## config.mk

```make
export PLATFORM = sky130hd
export DESIGN_NAME = door_motor_sequencer
export DESIGN_NICKNAME = d
export VERILOG_FILES = /design/src/rtl/dms_pkg.sv /design/src/rtl/dms_step.sv /design/src/rtl/door_motor_sequencer.sv
export SDC_FILE = /design/constraint.sdc
export NUM_CORES = 1
export LEC_CHECK = 0
export ABC_AREA = 1
export BUFFER_PORTS_ARGS = -buffer_cell sky130_fd_sc_hd__clkbuf_2
export CAP_MARGIN = 20
export CORE_ASPECT_RATIO = 1.2
export CORE_MARGIN = 4
export CORE_UTILIZATION = 60
export CTS_CLUSTER_SIZE = 30
export DETAILED_ROUTE_END_ITERATION = 16
export GPL_ROUTABILITY_DRIVEN = 0
export PLACE_DENSITY = 0.78
export SLEW_MARGIN = 20
export SYNTH_ARGS = -nofsm -noshare
export SYNTH_HDL_FRONTEND = slang
export SYNTH_SLANG_ARGS = --single-unit
```

## constraint.sdc

```tcl
create_clock -name clk -period 5.49 [get_ports clk]
set_clock_uncertainty 0.15 [all_clocks]
set_input_delay 1.098 -clock clk [delete_from_list [all_inputs] [get_ports clk]]
set_output_delay 1.098 -clock clk [all_outputs]
set_load 0.01 [all_outputs]
```

## src/rtl/dms_pkg.sv

```systemverilog
// shared types, codes and reset constants for the door motor sequencer
package dms_pkg;

    localparam int TIME_BITS_DEF = 16;
    localparam int CFG_W         = 16;
    localparam int SENS_W        = 3;
    localparam int KIND_W        = 3;
    localparam int PHASE_W       = 3;
    localparam int COVER_W       = 3;
    localparam int REG_IDX_W     = 3;

    // item kinds
    localparam logic [KIND_W-1:0] KIND_TICK   = 3'd0;
    localparam logic [KIND_W-1:0] KIND_OPEN   = 3'd1;
    localparam logic [KIND_W-1:0] KIND_CLOSE  = 3'd2;
    localparam logic [KIND_W-1:0] KIND_STOP   = 3'd3;
    localparam logic [KIND_W-1:0] KIND_TOGGLE = 3'd4;
    localparam logic [KIND_W-1:0] KIND_PRESS  = 3'd5;

    // sequencer phases
    localparam logic [PHASE_W-1:0] PH_IDLE        = 3'd0;
    localparam logic [PHASE_W-1:0] PH_OPENING     = 3'd1;
    localparam logic [PHASE_W-1:0] PH_CLOSING     = 3'd2;
    localparam logic [PHASE_W-1:0] PH_STOPPED     = 3'd3;
    localparam logic [PHASE_W-1:0] PH_START_OPEN  = 3'd4;
    localparam logic [PHASE_W-1:0] PH_START_CLOSE = 3'd5;

    // cover codes
    localparam logic [COVER_W-1:0] COVER_OPENING = 3'd0;
    localparam logic [COVER_W-1:0] COVER_CLOSING = 3'd1;
    localparam logic [COVER_W-1:0] COVER_CLOSED  = 3'd2;
    localparam logic [COVER_W-1:0] COVER_OPEN    = 3'd3;
    localparam logic [COVER_W-1:0] COVER_STOPPED = 3'd4;

    // register indexes
    localparam logic [REG_IDX_W-1:0] REG_RELAY_DELAY = 3'd0;
    localparam logic [REG_IDX_W-1:0] REG_MAX_MOVE    = 3'd1;
    localparam logic [REG_IDX_W-1:0] REG_OVERRUN     = 3'd2;
    localparam logic [REG_IDX_W-1:0] REG_GUARD       = 3'd3;
    localparam logic [REG_IDX_W-1:0] REG_BLINK       = 3'd4;
    localparam logic [REG_IDX_W-1:0] REG_SENSOR_EN   = 3'd5;

    // register reset values
    localparam logic [CFG_W-1:0]  RELAY_DELAY_RST = 16'd500;
    localparam logic [CFG_W-1:0]  MAX_MOVE_RST    = 16'd30000;
    localparam logic [CFG_W-1:0]  OVERRUN_RST     = 16'd1000;
    localparam logic [CFG_W-1:0]  GUARD_RST       = 16'd1000;
    localparam logic [CFG_W-1:0]  BLINK_RST       = 16'd300;
    localparam logic [SENS_W-1:0] SENSOR_EN_RST   = 3'd1;

    typedef struct packed {
        logic [CFG_W-1:0]  relay_delay_ms;
        logic [CFG_W-1:0]  max_move_ms;
        logic [CFG_W-1:0]  overrun_ms;
        logic [CFG_W-1:0]  guard_ms;
        logic [CFG_W-1:0]  blink_half_ms;
        logic [SENS_W-1:0] sensor_enable;
    } cfg_t;

    typedef struct packed {
        logic [PHASE_W-1:0] phase;
        logic               in_motion;
        logic               last_dir_open;
        logic               runon_active;
        logic               blink_level;
        logic               power_on;
        logic               dir_up;
    } ctrl_t;

    typedef struct packed {
        logic               power_relay;
        logic               dir_relay;
        logic               status_light;
        logic               locked_light;
        logic               moving;
        logic [COVER_W-1:0] cover_code;
    } res_t;

endpackage

```

## src/rtl/dms_step.sv

```systemverilog
// next-state and result logic for one item of the door motor sequencer
module dms_step #(
    parameter int TIME_BITS = dms_pkg::TIME_BITS_DEF
) (
    input  logic [dms_pkg::KIND_W-1:0] kind,
    input  logic                       closed_hit,
    input  logic                       open_hit,
    input  logic                       blocked,
    input  dms_pkg::cfg_t              cfg,
    input  dms_pkg::ctrl_t             ctrl,
    input  logic [TIME_BITS-1:0]       run_time,
    input  logic [TIME_BITS-1:0]       runon_time,
    input  logic [TIME_BITS-1:0]       since_change,
    input  logic [TIME_BITS-1:0]       blink_time,
    output dms_pkg::ctrl_t             ctrl_next,
    output logic [TIME_BITS-1:0]       run_time_next,
    output logic [TIME_BITS-1:0]       runon_time_next,
    output logic [TIME_BITS-1:0]       since_change_next,
    output logic [TIME_BITS-1:0]       blink_time_next,
    output dms_pkg::res_t              res
);

    localparam int CW = (TIME_BITS > dms_pkg::CFG_W) ? TIME_BITS : dms_pkg::CFG_W;
    localparam logic [TIME_BITS-1:0] TMAX = {TIME_BITS{1'b1}};
    localparam logic [TIME_BITS-1:0] TONE = TIME_BITS'(1);

    logic cl_e;
    logic op_e;
    logic bl_e;

    assign cl_e = closed_hit & cfg.sensor_enable[0];
    assign op_e = open_hit   & cfg.sensor_enable[1];
    assign bl_e = blocked    & cfg.sensor_enable[2];

    always_comb
    begin
        dms_pkg::ctrl_t       c;
        logic [TIME_BITS-1:0] rt;
        logic [TIME_BITS-1:0] rot;
        logic [TIME_BITS-1:0] sc;
        logic [TIME_BITS-1:0] bt;
        logic                 tog;
        logic                 do_open;
        logic                 do_close;
        logic                 do_halt;
        logic                 do_arm;
        logic                 arm_up;
        logic                 halt_s;
        logic                 closing;
        logic                 opening;

        c        = ctrl;
        rt       = run_time;
        rot      = runon_time;
        sc       = since_change;
        bt       = blink_time;
        tog      = 1'b0;
        do_open  = 1'b0;
        do_close = 1'b0;
        do_halt  = 1'b0;
        do_arm   = 1'b0;
        arm_up   = 1'b0;
        halt_s   = 1'b0;

        case (kind)
            dms_pkg::KIND_TICK:
            begin
                rt = (rt == TMAX) ? rt : rt + TONE;
                if (c.runon_active)
                begin
                    rot = (rot == TMAX) ? rot : rot + TONE;
                end
                sc = (sc == TMAX) ? sc : sc + TONE;
                bt = (bt == TMAX) ? bt : bt + TONE;
            end
            dms_pkg::KIND_OPEN:   do_open = 1'b1;
            dms_pkg::KIND_CLOSE:  do_close = 1'b1;
            dms_pkg::KIND_STOP:   do_halt = 1'b1;
            dms_pkg::KIND_TOGGLE: tog = 1'b1;
            dms_pkg::KIND_PRESS:  tog = (CW'(sc) >= CW'(cfg.guard_ms));
            default:              tog = 1'b0;
        endcase

        if (tog)
        begin
            if (c.in_motion)
            begin
                do_halt = 1'b1;
            end
            else if (cl_e)
            begin
                do_open = 1'b1;
            end
            else if (op_e)
            begin
                do_close = 1'b1;
            end
            else if (c.last_dir_open)
            begin
                do_close = 1'b1;
            end
            else
            begin
                do_open = 1'b1;
            end
        end

        if (do_open)
        begin
            c.last_dir_open = 1'b1;
            do_arm          = !op_e;
            arm_up          = 1'b1;
        end
        if (do_close)
        begin
            c.last_dir_open = 1'b0;
            do_arm          = !(cl_e || bl_e);
            arm_up          = 1'b0;
        end

        if (do_arm)
        begin
            c.runon_active = 1'b0;
            rot            = '0;
            c.phase        = arm_up ? dms_pkg::PH_START_OPEN : dms_pkg::PH_START_CLOSE;
            c.in_motion    = 1'b1;
            rt             = '0;
            sc             = '0;
            c.dir_up       = arm_up;
            c.power_on     = 1'b0;
        end
        if (do_halt)
        begin
            c.power_on     = 1'b0;
            c.dir_up       = 1'b0;
            c.in_motion    = 1'b0;
            c.phase        = dms_pkg::PH_STOPPED;
            sc             = '0;
            c.runon_active = 1'b0;
            rot            = '0;
        end

        // relay start after the delay
        if (c.in_motion && (c.phase == dms_pkg::PH_START_OPEN ||
            c.phase == dms_pkg::PH_START_CLOSE) &&
            (CW'(rt) >= CW'(cfg.relay_delay_ms)))
        begin
            c.power_on = 1'b1;
            c.phase    = (c.phase == dms_pkg::PH_START_OPEN) ?
                         dms_pkg::PH_OPENING : dms_pkg::PH_CLOSING;
        end

        // safety checks
        closing = (c.phase == dms_pkg::PH_CLOSING) || (c.phase == dms_pkg::PH_START_CLOSE);
        opening = (c.phase == dms_pkg::PH_OPENING) || (c.phase == dms_pkg::PH_START_OPEN);
        if (c.in_motion)
        begin
            if (closing && bl_e)
            begin
                halt_s = 1'b1;
            end
            else if (closing && cl_e)
            begin
                if (!c.runon_active && (cfg.overrun_ms != '0))
                begin
                    c.runon_active = 1'b1;
                    rot            = '0;
                end
                else if (!(c.runon_active && (CW'(rot) < CW'(cfg.overrun_ms))))
                begin
                    halt_s = 1'b1;
                end
            end
            else if (opening && op_e)
            begin
                halt_s = 1'b1;
            end
        end
        if (halt_s)
        begin
            c.power_on     = 1'b0;
            c.dir_up       = 1'b0;
            c.in_motion    = 1'b0;
            c.phase        = bl_e && closing ? dms_pkg::PH_STOPPED : dms_pkg::PH_IDLE;
            sc             = '0;
            c.runon_active = 1'b0;
            rot            = '0;
        end

        // move-time limit
        if (c.in_motion && (CW'(rt) >= CW'(cfg.max_move_ms)))
        begin
            c.power_on     = 1'b0;
            c.dir_up       = 1'b0;
            c.in_motion    = 1'b0;
            c.phase        = dms_pkg::PH_STOPPED;
            sc             = '0;
            c.runon_active = 1'b0;
            rot            = '0;
        end

        // status light blink
        if (c.in_motion && (CW'(bt) >= CW'(cfg.blink_half_ms)))
        begin
            bt            = '0;
            c.blink_level = !c.blink_level;
        end

        if (c.in_motion && (c.phase == dms_pkg::PH_OPENING ||
            c.phase == dms_pkg::PH_START_OPEN))
        begin
            res.cover_code = dms_pkg::COVER_OPENING;
        end
        else if (c.in_motion && (c.phase == dms_pkg::PH_CLOSING ||
                 c.phase == dms_pkg::PH_START_CLOSE))
        begin
            res.cover_code = dms_pkg::COVER_CLOSING;
        end
        else if (cl_e)
        begin
            res.cover_code = dms_pkg::COVER_CLOSED;
        end
        else if (op_e)
        begin
            res.cover_code = dms_pkg::COVER_OPEN;
        end
        else if (c.phase == dms_pkg::PH_STOPPED)
        begin
            res.cover_code = dms_pkg::COVER_STOPPED;
        end
        else
        begin
            res.cover_code = dms_pkg::COVER_OPEN;
        end

        res.power_relay  = c.power_on;
        res.dir_relay    = c.dir_up;
        res.status_light = c.in_motion ? c.blink_level : 1'b1;
        res.locked_light = cl_e;
        res.moving       = c.in_motion;

        ctrl_next         = c;
        run_time_next     = rt;
        runon_time_next   = rot;
        since_change_next = sc;
        blink_time_next   = bt;
    end

endmodule

```

## src/rtl/door_motor_sequencer.sv

```systemverilog
// door motor sequencer top level: input register, state update, result register
//
//  channel   signals                                   direction
//  in        in_valid in_ready kind closed_hit          into block
//            open_hit blocked
//  out       out_valid out_ready power_relay dir_relay  out of block
//            status_light locked_light moving cover_code
//  cfg       cfg_valid cfg_ready cfg_index cfg_data     into block
//
//  an item waits in the input register; the state update is combinational, so its
//  result is registered when the item advances; one item per cycle sustained unless
//  the result register stalls; the single-pass state update sets the rate
//  reset clears state and loads the register defaults; cfg_ready is always high
//  a stalled result register holds the next item in the input register
module door_motor_sequencer #(
    parameter int TIME_BITS = dms_pkg::TIME_BITS_DEF
) (
    input  logic                          clk,
    input  logic                          rst_n,
    input  logic                          in_valid,
    output logic                          in_ready,
    input  logic [dms_pkg::KIND_W-1:0]    kind,
    input  logic                          closed_hit,
    input  logic                          open_hit,
    input  logic                          blocked,
    output logic                          out_valid,
    input  logic                          out_ready,
    output logic                          power_relay,
    output logic                          dir_relay,
    output logic                          status_light,
    output logic                          locked_light,
    output logic                          moving,
    output logic [dms_pkg::COVER_W-1:0]   cover_code,
    input  logic                          cfg_valid,
    output logic                          cfg_ready,
    input  logic [dms_pkg::REG_IDX_W-1:0] cfg_index,
    input  logic [dms_pkg::CFG_W-1:0]     cfg_data
);

    dms_pkg::cfg_t  cfg_reg;
    dms_pkg::ctrl_t ctrl_reg;
    dms_pkg::ctrl_t ctrl_next;
    dms_pkg::res_t  res_reg;
    dms_pkg::res_t  res_next;

    logic                       in_valid_reg;
    logic [dms_pkg::KIND_W-1:0] kind_reg;
    logic                       closed_hit_reg;
    logic                       open_hit_reg;
    logic                       blocked_reg;
    logic                       out_valid_reg;
    logic                       advance;

    logic [TIME_BITS-1:0] run_time_reg;
    logic [TIME_BITS-1:0] runon_time_reg;
    logic [TIME_BITS-1:0] since_change_reg;
    logic [TIME_BITS-1:0] blink_time_reg;
    logic [TIME_BITS-1:0] run_time_next;
    logic [TIME_BITS-1:0] runon_time_next;
    logic [TIME_BITS-1:0] since_change_next;
    logic [TIME_BITS-1:0] blink_time_next;

    assign advance   = in_valid_reg && (!out_valid_reg || out_ready);
    assign in_ready  = !in_valid_reg || advance;
    assign cfg_ready = 1'b1;

    // configuration registers
    always_ff @(posedge clk or negedge rst_n)
    begin
        if (!rst_n)
        begin
            cfg_reg.relay_delay_ms <= dms_pkg::RELAY_DELAY_RST;
            cfg_reg.max_move_ms    <= dms_pkg::MAX_MOVE_RST;
            cfg_reg.overrun_ms     <= dms_pkg::OVERRUN_RST;
            cfg_reg.guard_ms       <= dms_pkg::GUARD_RST;
            cfg_reg.blink_half_ms  <= dms_pkg::BLINK_RST;
            cfg_reg.sensor_enable  <= dms_pkg::SENSOR_EN_RST;
        end
        else if (cfg_valid && cfg_ready)
        begin
            case (cfg_index)
                dms_pkg::REG_RELAY_DELAY: cfg_reg.relay_delay_ms <= cfg_data;
                dms_pkg::REG_MAX_MOVE:    cfg_reg.max_move_ms    <= cfg_data;
                dms_pkg::REG_OVERRUN:     cfg_reg.overrun_ms     <= cfg_data;
                dms_pkg::REG_GUARD:       cfg_reg.guard_ms       <= cfg_data;
                dms_pkg::REG_BLINK:       cfg_reg.blink_half_ms  <= cfg_data;
                dms_pkg::REG_SENSOR_EN:
                    cfg_reg.sensor_enable <= cfg_data[dms_pkg::SENS_W-1:0];
                default:                  cfg_reg <= cfg_reg;
            endcase
        end
    end

    // input register
    always_ff @(posedge clk or negedge rst_n)
    begin
        if (!rst_n)
        begin
            in_valid_reg <= 1'b0;
        end
        else if (in_ready)
        begin
            in_valid_reg <= in_valid;
        end
    end

    always_ff @(posedge clk)
    begin
        if (in_valid && in_ready)
        begin
            kind_reg       <= kind;
            closed_hit_reg <= closed_hit;
            open_hit_reg   <= open_hit;
            blocked_reg    <= blocked;
        end
    end

    dms_step #(
        .TIME_BITS (TIME_BITS)
    ) u_step (
        .kind              (kind_reg),
        .closed_hit        (closed_hit_reg),
        .open_hit          (open_hit_reg),
        .blocked           (blocked_reg),
        .cfg               (cfg_reg),
        .ctrl              (ctrl_reg),
        .run_time          (run_time_reg),
        .runon_time        (runon_time_reg),
        .since_change      (since_change_reg),
        .blink_time        (blink_time_reg),
        .ctrl_next         (ctrl_next),
        .run_time_next     (run_time_next),
        .runon_time_next   (runon_time_next),
        .since_change_next (since_change_next),
        .blink_time_next   (blink_time_next),
        .res               (res_next)
    );

    // sequencer state
    always_ff @(posedge clk or negedge rst_n)
    begin
        if (!rst_n)
        begin
            ctrl_reg.phase         <= dms_pkg::PH_IDLE;
            ctrl_reg.in_motion     <= 1'b0;
            ctrl_reg.last_dir_open <= 1'b0;
            ctrl_reg.runon_active  <= 1'b0;
            ctrl_reg.blink_level   <= 1'b0;
            ctrl_reg.power_on      <= 1'b0;
            ctrl_reg.dir_up        <= 1'b0;
            run_time_reg           <= '0;
            runon_time_reg         <= '0;
            since_change_reg       <= '0;
            blink_time_reg         <= '0;
        end
        else if (advance)
        begin
            ctrl_reg         <= ctrl_next;
            run_time_reg     <= run_time_next;
            runon_time_reg   <= runon_time_next;
            since_change_reg <= since_change_next;
            blink_time_reg   <= blink_time_next;
        end
    end

    // result register
    always_ff @(posedge clk or negedge rst_n)
    begin
        if (!rst_n)
        begin
            out_valid_reg <= 1'b0;
        end
        else if (advance)
        begin
            out_valid_reg <= 1'b1;
        end
        else if (out_ready)
        begin
            out_valid_reg <= 1'b0;
        end
    end

    always_ff @(posedge clk)
    begin
        if (advance)
        begin
            res_reg <= res_next;
        end
    end

    assign out_valid    = out_valid_reg;
    assign power_relay  = res_reg.power_relay;
    assign dir_relay    = res_reg.dir_relay;
    assign status_light = res_reg.status_light;
    assign locked_light = res_reg.locked_light;
    assign moving       = res_reg.moving;
    assign cover_code   = res_reg.cover_code;

    // power only with motion in progress
    a_power_needs_motion: assert property (@(posedge clk) disable iff (!rst_n)
        ctrl_reg.power_on |-> ctrl_reg.in_motion)
        else $error("power relay on without motion");

    // direction relay released whenever the door rests
    a_dir_released: assert property (@(posedge clk) disable iff (!rst_n)
        !ctrl_reg.in_motion |-> !ctrl_reg.dir_up)
        else $error("direction relay held while idle");

    // a moving result reports opening or closing
    a_moving_cover: assert property (@(posedge clk) disable iff (!rst_n)
        (out_valid && moving) |->
            (cover_code == dms_pkg::COVER_OPENING || cover_code == dms_pkg::COVER_CLOSING))
        else $error("moving result with resting cover code");

    // input only stalls behind a held result
    a_stall_cause: assert property (@(posedge clk) disable iff (!rst_n)
        !in_ready |-> (in_valid_reg && out_valid_reg && !out_ready))
        else $error("input stalled without a held result");

endmodule

```

* Yosys cells after proc, flatten, opt, wreduce, memory -nomap -nowiden *
Cells that the tools add are included.

storage, ports and cells
  bits in latches = 0
  logic and storage cells = 191
  memories kept = 0
  input port bits = 30
  output and inout port bits = 11
  memory bits (read-only) = 0
  RAM bits = 0
  register bits after elaboration = 172

operators by class
  multiplexer cells = 79
  bitwise gates (word level) = 3
  eq/ne operators = 26
  add/subtract/negate cells = 4
  div/mod/pow operators = 0
  multiply operators = 0
  shifts and indexed selects = 0
  reduce and logical (&&, ||, !) cells = 43
  order comparisons = 5

operators by type and width
  kind                     count
  $mux W16                 23
  $add A16 B1 Y16 const B  4
  $eq A16 B16 Y1 const B   4
  $ge A16 B16 Y1           4
  $mux W1                  41
  $eq A3 B3 Y1 const B     10
  $eq A3 B2 Y1 const B     7
  $lt A16 B16 Y1           1
  $mux W2                  8
  $mux W4                  4
  $reduce_bool A16 Y1      1
  $reduce_and A2 Y1        7
  $logic_and A1 B1 Y1      13
  $eq A3 B1 Y1 const B     4
  $logic_or A1 B1 Y1       8
  $logic_not A1 Y1         6
  $logic_not A3 Y1         2
  $mux W3                  2
  $ne A5 B5 Y1 const B     1
  $reduce_bool A5 Y1       1
  $reduce_bool A2 Y1       2
  $reduce_or A4 Y1         1
  $and A1 B1 Y1            3
  $reduce_and A3 Y1        1
  2 further kinds          2

* Longest topological paths before layout *
  word-level depth = 32
  mapped depth = 44
  gate-level depth less buffers = 43

* Hierarchy *
Synthesis repeated with hierarchy kept, for this count alone.

unflattened totals
  cell total of the unflattened synthesis = 1559
  area, all modules = 11390.9 µm²

by module, submodules not included
  module                area each (µm²)  cells each  seq. area each (µm²)  instances
  door_motor_sequencer  6702.7           714         4411.7                1
  dms_step              4688.2           845         0.0                   1

* Least setup slack after synthesis *
No wires, ideal clock.

  path type = flip-flop to flip-flop
  start = reg cfg_reg[26] (netlist name)
  end = reg res_reg, in the netlist cover_code[1] (data pin)
  cell stages (with the launch flop) = 39
  data arrival time = 4.436 ns
  library setup time = 0.255 ns
  slack = 0.649 ns
  buffers on the path = 2
  clock period less this slack = 4.841 ns
  data required time = 5.085 ns
  cell sequence = dfstp_2 > inv_1 > ha_1 > nand2_1 > inv_1 > nand2_1 > nor2_1 > nor2_1 > nand2_1 > nand2_1 > nand2_1 > nand3_1 > nand2_2 > nand2_4 > nand2_2 > clkbuf_1 > buf_1 > nor2_1 > [... 3 more ...] > nand2_1 > o211ai_1 > nand2_1 > nand3_1 > a31oi_2 > nand2_1 > nand2_2 > nand3_2 > nor2_2 > nand2_2 > nand2_2 > nand2_2 > nand2_4 > nor2_1 > nor2_1 > nand2_1 > nor2_1 > nor2_1

on the way
  elaborated cells between the ends (all ways) = 62
  those cells by class = order compare: 4; eq/ne: 11; mux: 30; reduce/logical: 17

RTL lines
  element                                             line                         RTL
  start, declared                                     door_motor_sequencer.sv:40   dms_pkg::cfg_t cfg_reg;
  start signal, assigned                              door_motor_sequencer.sv:89   default: cfg_reg <= cfg_reg;
  $ge A16 B16 Y1 (*)                                  dms_step.sv:80               dms_pkg::KIND_PRESS: tog = (CW'(sc) >= CW'(cfg.guard_ms));
  $pmux W1 S2 (*)                                     dms_step.sv:65               case (kind)
  $mux W1                                             dms_step.sv:84               if (tog)
  $mux W1                                             dms_step.sv:108              if (do_open)
  $mux W1 (*)                                         dms_step.sv:114              if (do_close)
  $mux W16 (*)                                        dms_step.sv:121              if (do_arm)
  named net run_time_next[3]                          door_motor_sequencer.sv:58   logic [TIME_BITS-1:0] run_time_next;
  $ge A16 B16 Y1                                      dms_step.sv:146              (CW'(rt) >= CW'(cfg.relay_delay_ms)))
  [... 8 more ...]                                    -
  $mux W1                                             dms_step.sv:156              if (c.in_motion)
  $mux W4                                             dms_step.sv:179              if (halt_s)
  $logic_and A1 B1 Y1                                 dms_step.sv:191              if (c.in_motion && (CW'(rt) >= CW'(cfg.max_move_ms)))
  $mux W4 (*)                                         dms_step.sv:191
  $eq A3 B2 Y1, or another cell as far along          dms_step.sv:227              else if (c.phase == dms_pkg::PH_STOPPED)
  $mux W3, or another cell as far along               dms_step.sv:227
  $mux W2, or another cell as far along               dms_step.sv:223              else if (op_e)
  $mux W2 / $reduce_or A2 Y1 (equally long branches)  -
  end signal, assigned                                door_motor_sequencer.sv:187  res_reg <= res_next;
  end, declared                                       door_motor_sequencer.sv:43   dms_pkg::res_t res_reg;

Mark *: on every way through the listed nets, which the timed path passes. The rest lies on a longest branch.
A chain may end at the register's enable or synchronous reset.

* Worst setup path in the final report *
  start = reg cfg_reg[22] (netlist name)
  end = reg since_change_reg[6]

on the way
  cells in the longest elaborated chain, start to end = 24
  elaborated cells between the ends (all ways) = 54
  those cells by class = order compare: 4; eq/ne: 7; mux: 29; reduce/logical: 14

RTL lines
  element                                                  line                         RTL
  $ge A16 B16 Y1 (*)                                       dms_step.sv:80
  $pmux W1 S2 (*)                                          dms_step.sv:65
  branches (longest 22 deep; another with $ge A16 B16 Y1)  -
  end signal, assigned                                     door_motor_sequencer.sv:161  since_change_reg <= since_change_next;
  end, declared                                            door_motor_sequencer.sv:56   logic [TIME_BITS-1:0] since_change_reg;

Mark *: on every way between the ends.

==> key figures <==
Synthesis
  • Area share of the largest cell type after synthesis: between 30% and 40%
  • Most common cell in the synthesized netlist: nand2_1
  • Register bit total from synthesis: 172
  • EDFF count, synth: 14
  • Synth Net Count: around 1500
  • Cells after Synth: 1341
  • Synth async-reset ratio: 91.9%
  • Top cells by count, synth: nand2_1 (317), inv_1 (235), o21ai_0 (131)
  • Post-Syn Area per Cell: approximately 8 um2
  • Synth area leaders: dfrtp_1 (30%), nand2_1 (11%), ha_1 (9.8%), inv_1 (8.4%), dfstp_2 (7.5%)
  • Yosys top cell by area: dfrtp_1
  • Prevailing post-synth register cell: dfrtp_1
  • Mapped cell area: 0.0105 mm2
  • Sequential fraction of the synthesis area: a little over two fifths
  • Post-synthesis cell type count: just under 50
  • Synthesis Warnings: 0

Floorplan
  • Die Ht: roughly 150 um
  • Initial Util: between 60% and 70%
  • Die area: 0.0198 mm2
  • Site row count: 52
  • Ports: between 40 and 50
  • CORE AREA: 0.0170 mm2
  • Die width: between 100 and 150 um

Routing
  • Drt first pass iters: 5
  • Via density: 5.50
  • Residual DRC: 0
  • DRT antenna net count: 0
  • Vias after detailed routing: 8828
  • Total wire length: ~25 mm
  • Wirelength per Cell: 15.6 um
  • Iteration-0 DRC count of the detailed router: about 630

Clocking
  • CTS max path bufs: 2
  • Post-CTS Hold Buffers: 0
  • Setup Buffers After CTS: 0
  • Worst-path clk slew: approximately 0.07 ns
  • Post-cts sizing count: 0
  • CTS tree: built
  • Root Buffer: clkbuf_16
  • CTS Buf Count: 17
  • H-tree level count: 4
  • CTS Sinks: 172
  • Worst skew pair latency: between 0.4 and 0.5 ns

Global routing
  • Total track usage: 26.2%
  • First-pass GRT wire length: 41.3 mm
  • Vias in the first global route: just under 9000
  • Total grt overflow: 0
  • Largest net degree at the start of global routing: approximately 100
  • Initial antenna violation count: 0

Worst setup path
  • CP most frequent cell: nand2_1
  • CP startpoint kind: flip-flop
  • Reg2Reg Depth: 39
  • Worst path max stage delay: between 0.5 and 0.6 ns
  • Crit Path Category: reg -> reg
  • CP arrival: ~5.2 ns
  • WP data required: roughly 5.7 ns
  • Worst setup EP type: flip-flop
  • Critical-path maximum fanout: 22
  • Critical path's slowest cell: dfstp_2

Min path
  • Number of cells on the worst hold path: 2
  • Worst Hold Class: reg -> reg

Timing
  • Slew Viols, Final: 0
  • Final setup violation count: 0
  • Fmax: 198 MHz
  • Slew @ Worst Pin: 0.997 ns
  • Slew HR: between 30% and 40%
  • Fin crit share: 92.0%
  • Hold Vio Cnt, Final: 0
  • Setup TNS Final: 0 ns
  • Post-layout minimum cycle time: between 5 and 6 ns

Final layout
  • FILL cells: ~1400
  • Layout cells sized above 1: approximately an eighth
  • Fin cells: 1605
  • Diodes inserted: 0
  • Final nets: ~1500
  • Register area: roughly 0.0044 mm2
  • Area delta synth->final: 10.1%
  • Final core occ: about two thirds
  • Area of the multi-input gates: a little over 0.005 mm2
  • Max reg flops: 83

Pwr
  • Power density over the cells: 385 mW/mm2
  • Leak pwr: ~0.0058 uW
  • VDD IR max: between 200 and 300 uV

Status
  • Status: finished, final reports clean

Place
  • Dpl cells: 1573
  • Port buffer count: 39
  • Dpl hpwl: 17.8 mm

Run
  • Max-cap viol count: 0
[per-stage QoR]
step                      area (um2)  setup WS (ns)  total power [uW]  hold WS, ns
final                          11600          0.438              4470        0.335
after global routing           11600        -0.0154              4790        0.356
after CTS                      11600         0.0463              4450        0.340
after detailed placement       10900         0.0817              3210        0.322
after global placement         10900          0.230              3150        0.317
after floorplan                10500          0.649              2800        0.294
[final timing paths]
kind | from | end | slack [ns]
worst max-delay path | cfg_reg[22]$_DFFE_PN1P_ | since_change_reg[6]$_DFFE_PN0P_ | 0.44
worst max register to register | cfg_reg[22]$_DFFE_PN1P_ | since_change_reg[6]$_DFFE_PN0P_ | 0.44
worst min-delay path | ctrl_reg[4]$_DFFE_PN0P_ | ctrl_reg[4]$_DFFE_PN0P_ | 0.34
max in group asynchronous | rst_n | cfg_reg[56]$_DFFE_PN1P_ | 3.58
worst min register to register | ctrl_reg[4]$_DFFE_PN0P_ | ctrl_reg[4]$_DFFE_PN0P_ | 0.34
min in group asynchronous | rst_n | blink_time_reg[14]$_DFFE_PN0P_ | 0.61
[kinds of logic after synthesis]
kind of cell               synth area share [%]
xor gates and xnor gates                   3.82
other                                    0.0356
and+or+nand+nor                            22.1
adders and majority gates                  9.85
DFF                                        41.8
AOI/OAI and AO/OA                          12.4
buffers and inverters                      9.98
[critical path: cells and delay by family, from the launching register on]
family                     cells  cell delay [ns]
AOI/OAI and AO/OA              6             0.69
adders and majority gates      2             0.54
buffers and inverters          5             0.41
DFF                            1             0.53
and+or+nand+nor               26             2.60
[where the power goes]
part	total (uW)	switching, uW	internal [uW]
Combinational	1490	970	523
Clock	1240	523	712
Sequential	1740	171	1570
[placed cells by master (no fill, tap or decap), drive strengths merged, types with 25 or more instances in the layout]
master,count
clkbuf,58
xor2,44
a21oi,40
nor2,80
o22ai,25
dfrtp,128
ha,83
o21ai,145
inv,244
nand2,332
nor3,35
nand3,55
dfstp,30
[layer usage]
metal	share of wire [%]	track usage, %	vias up
met5	0	0	-
met1	43	34.4	4152
met3	5.0	4.47	55
met4	2.7	9.50	0
li1	-	-	4396
met2	49	43.3	225
[area by class of cell]
type                    instances  area share (%)
repair buffers                 48            2.32
inverters                     243            7.87
flip-flops and latches        172            38.0
multi-input cells             894            44.3
well taps                     216            2.33
clock inverters                12            1.18
clock buffers                  20            4.03
Power figures use the tool's default switching activity.
